`config.mk`:
```
export PLATFORM = sky130hd
export DESIGN_NAME = mcmc_ram
export DESIGN_NICKNAME = d
export VERILOG_FILES = /design/src/design/assert_macros.svh /design/src/design/mcmc_ram.sv
export SDC_FILE = /design/constraint.sdc
export NUM_CORES = 1
export LEC_CHECK = 0
export BUFFER_PORTS_ARGS = -buffer_cell sky130_fd_sc_hd__buf_2
export CAP_MARGIN = 25
export CELL_PAD_IN_SITES_DETAIL_PLACEMENT = 1
export CELL_PAD_IN_SITES_GLOBAL_PLACEMENT = 2
export CORE_ASPECT_RATIO = 1.25
export CORE_MARGIN = 2
export CORE_UTILIZATION = 43
export DETAILED_ROUTE_END_ITERATION = 10
export PLACE_DENSITY = 0.71
export SLEW_MARGIN = 20
export SYNTH_ARGS = -nofsm -noshare
export SYNTH_HDL_FRONTEND = slang
export SYNTH_SLANG_ARGS = --single-unit
```
`constraint.sdc`:
```
create_clock -name i_clk -period 1.89 [get_ports i_clk]
set_input_delay 0.189 -clock i_clk [delete_from_list [all_inputs] [get_ports i_clk]]
set_output_delay 0.189 -clock i_clk [all_outputs]
set_load 0.02 [all_outputs]
```
`src/design/assert_macros.svh`:
```
// Assertion macros used by the matrix chain cost core.
`ifndef ASSERT_MACROS_SVH
`define ASSERT_MACROS_SVH
`ifndef SYNTHESIS
`define MCMC_ASSERT(lbl, clk, rst_n, prop) \
    lbl: assert property (@(posedge clk) disable iff (!rst_n) prop) \
        else $error("assertion failed");
`define MCMC_ASSERT_ALWAYS(lbl, clk, prop) \
    lbl: assert property (@(posedge clk) prop) else $error("assertion failed");
`else
`define MCMC_ASSERT(lbl, clk, rst_n, prop)
`define MCMC_ASSERT_ALWAYS(lbl, clk, prop)
`endif
`endif

```
`src/design/mcmc_ram.sv`:
```
// Generic single-port-write, single-port-read RAM with registered read data.
`timescale 1ns / 1ps
module mcmc_ram #(
    parameter int WIDTH = 16,
    parameter int DEPTH = 32
) (
    input  logic                     i_clk,
    input  logic                     i_we,
    input  logic [$clog2(DEPTH)-1:0] i_waddr,
    input  logic [WIDTH-1:0]         i_wdata,
    input  logic                     i_re,
    input  logic [$clog2(DEPTH)-1:0] i_raddr,
    output logic [WIDTH-1:0]         o_rdata
);

    logic [WIDTH-1:0] r_mem [DEPTH];
    logic [WIDTH-1:0] r_rdata;

    always_ff @(posedge i_clk) begin
        if (i_we) begin
            r_mem[i_waddr] <= i_wdata;
        end
        if (i_re) begin
            r_rdata <= r_mem[i_raddr];
        end
    end

    assign o_rdata = r_rdata;

endmodule

```
==> out/qor.yml <==
final_hold_viol_count: 0
tritoncts: "yes"
fin_hold_ws_ns: 0.150
die_area_sq_um: 49900
timing.final.ws_setup_ns: 0.246
cp_data_required_time_ns: 2.21
ir_drop_v: 0.000518
ys_ff_latch: 528
crit_slowest_cell: "edfxtp_1"
drtPass1Iterations: 5
clk_path_buf_depth: 3
n_antenna_cell: 0
cts_resized: 0
via_per_inst: 5.52
worst-path-max-fanout: 1
final_cell_mix: "edfxtp_1 (528), mux2i_1 (256), a22oi_1 (64)"
area_growth_syn_to_layout_pct: 16.3
critPathBufInv: 2
worst_slew_pin_slew_ns: 0.681
path_delay_family: "compound AO/OA/AOI/OAI gates"
ioPinCount: 45
drt_iter0_markers: 594
critPathMostFrequentCell: "buf_4"
fmax_mhz: 608
relSlewSlack: 0.546
hold_buffers: 0
grt_max_degree: 35
coreArea_sq_um: 47300
skew_ns: 0.0150
grt_antenna_before_repair: 2
fin_crit_ns: 1.64
numPortBuffers: 44
num_vias: 10700
critPathKind: "reg2reg"
grt.total_usage: 0.202
status: "completed"
syn_inst: 1143
rsz0062_at_grt: "false"
numCtsBuffers: 51
placed_area_sq_um: 22600
cts_sinks: 528
final.setup.tns_ns: 0
grt_pass1_wl_um: 74700
avgSynthCellArea_sq_um: 18.1
seq_area_frac_synth: 0.766
grt-ovfl-total: 0
slew_viol_final: 0
p_per_area_nw_per_um2: 989
synth.distinct_cells: 25
min_period_over_period: 0.870
final_common_cell: "edfxtp_1"
cts_root_buf: "clkbuf_16"
yosys_warnings: 0
syn_nets: 1172
clkTransAtPathRegs_ns: 0.06
htreeDepth: 2
start_util: 0.437
drv_cap: 0
design_area_sq_um: 24100
die_w_um: 200
cts_setup_buffers: 0
wire_per_inst_um: 25.6
dp_hpwl_um: 31400
syn-cell-area_sq_um: 20700
final_core_util: 0.509
min_path_type: "in2reg"
drive_gt1_frac: 0.180
place_congestion: 0.753
drcViolationCount: 0
finalSetupViolations: 0
rows: 89
crit_arrival_ns: 1.96
pre_cts_slack_ns: -0.119
crit_path_cell_trace: "mux2i_1 > a22o_1 > nor3_1 > buf_4 > a31oi_1 > buf_4 > nand3_1"
dieHeight_um: 249
clock_latency_ns: 0.58
cp_slowest_stage_delay_ns: 0.36
nets: 1306
setup.worst_path.start_class: "register"
grt_pass1_vias: 11500
cellLeakagePower_nw: 8.41
drtAntennaViolNets: 0
wl_um: 49800
end_kind: "register"
[logic make-up (layout without fill, tap and decap cells)]
kind of cell / after synthesis / after routing / synth area share
AO/OA/AOI/OAI: 144 / 144 / 0.0493
buffers and inverters: 67 / 232 / 0.0261
flip-flops: 528 / 528 / 0.766
multiplexers: 256 / 256 / 0.124
AND/OR/NAND/NOR: 148 / 148 / 0.0346
[metrics by stage]
stage               power, W  instances
floorplan             0.0141       1143
global placement      0.0148       1861
detailed placement    0.0148       1861
CTS                   0.0241       1945
global route          0.0245       1945
finish                0.0238       1945
[state kept, by name, indices dropped and copies added (netlist names)]
name     count
r_mem      512
o_rdata     16
[path summary, 6_finish.rpt]
kind | cells past startpoint | slack, ns | startpoint | end
max reg2reg | 7 | 0.25 | r_mem[7][3] | o_rdata[3]
min | 1 | 0.15 | i_wdata[5] | r_mem[2][5]
max | 7 | 0.25 | r_mem[7][3] | o_rdata[3]
min reg2reg | 4 | 0.70 | r_mem[10][5] | o_rdata[5]
[synthesized netlist by cell type (all sizes together)]
cell type,number,area (sq um)
edfxtp,528,15900
mux2i,256,2560
a22oi,64,480
buf,55,495
nand3,34,170
nor2,34,135
nand2,33,124
a21oi,32,160
a22o,32,280
a31oi,16,100
nand4,16,100
nor3,16,80.1
clkbuf,12,45.0
nand3b,5,37.5
or3b,3,26.3
nand2b,2,12.5
nor2b,2,12.5
and2,1,6.26
or2,1,6.26
or3,1,6.26
[metal layers]
| metal | global-route usage | routed length, um | up-vias |
|---|---|---|---|
| met5 | 0 | 13 | - |
| met4 | 0.0576 | 1140 | 2 |
| met3 | 0.0328 | 2160 | 82 |
| met2 | 0.359 | 25700 | 237 |
| met1 | 0.254 | 20800 | 5571 |
| li1 | - | - | 4840 |
[worst register-to-register path: cells and delay by family, from the launching register on]
family	cells	cell delay, ns
compound gates	2	0.45
flops	1	0.36
buf+inv	2	0.34
mux	1	0.14
simple gates	2	0.11
[report_power, final]
group          internal (W)  total, W  switching [W]
logic              0.000533   0.00144       0.000903
registers            0.0131    0.0131      0.0000505
clock network       0.00519   0.00924        0.00406
[cell type report]
class,count,area [sq um]
Clock buffer,65,1370
Clock inverter,19,105
Fill cell,4347,23300
Multi-Input combinational cell,548,4370
Sequential cell,528,15900
Tap cell,637,797
Timing Repair Buffer,148,1570
(Power assumes the default switching activity.)
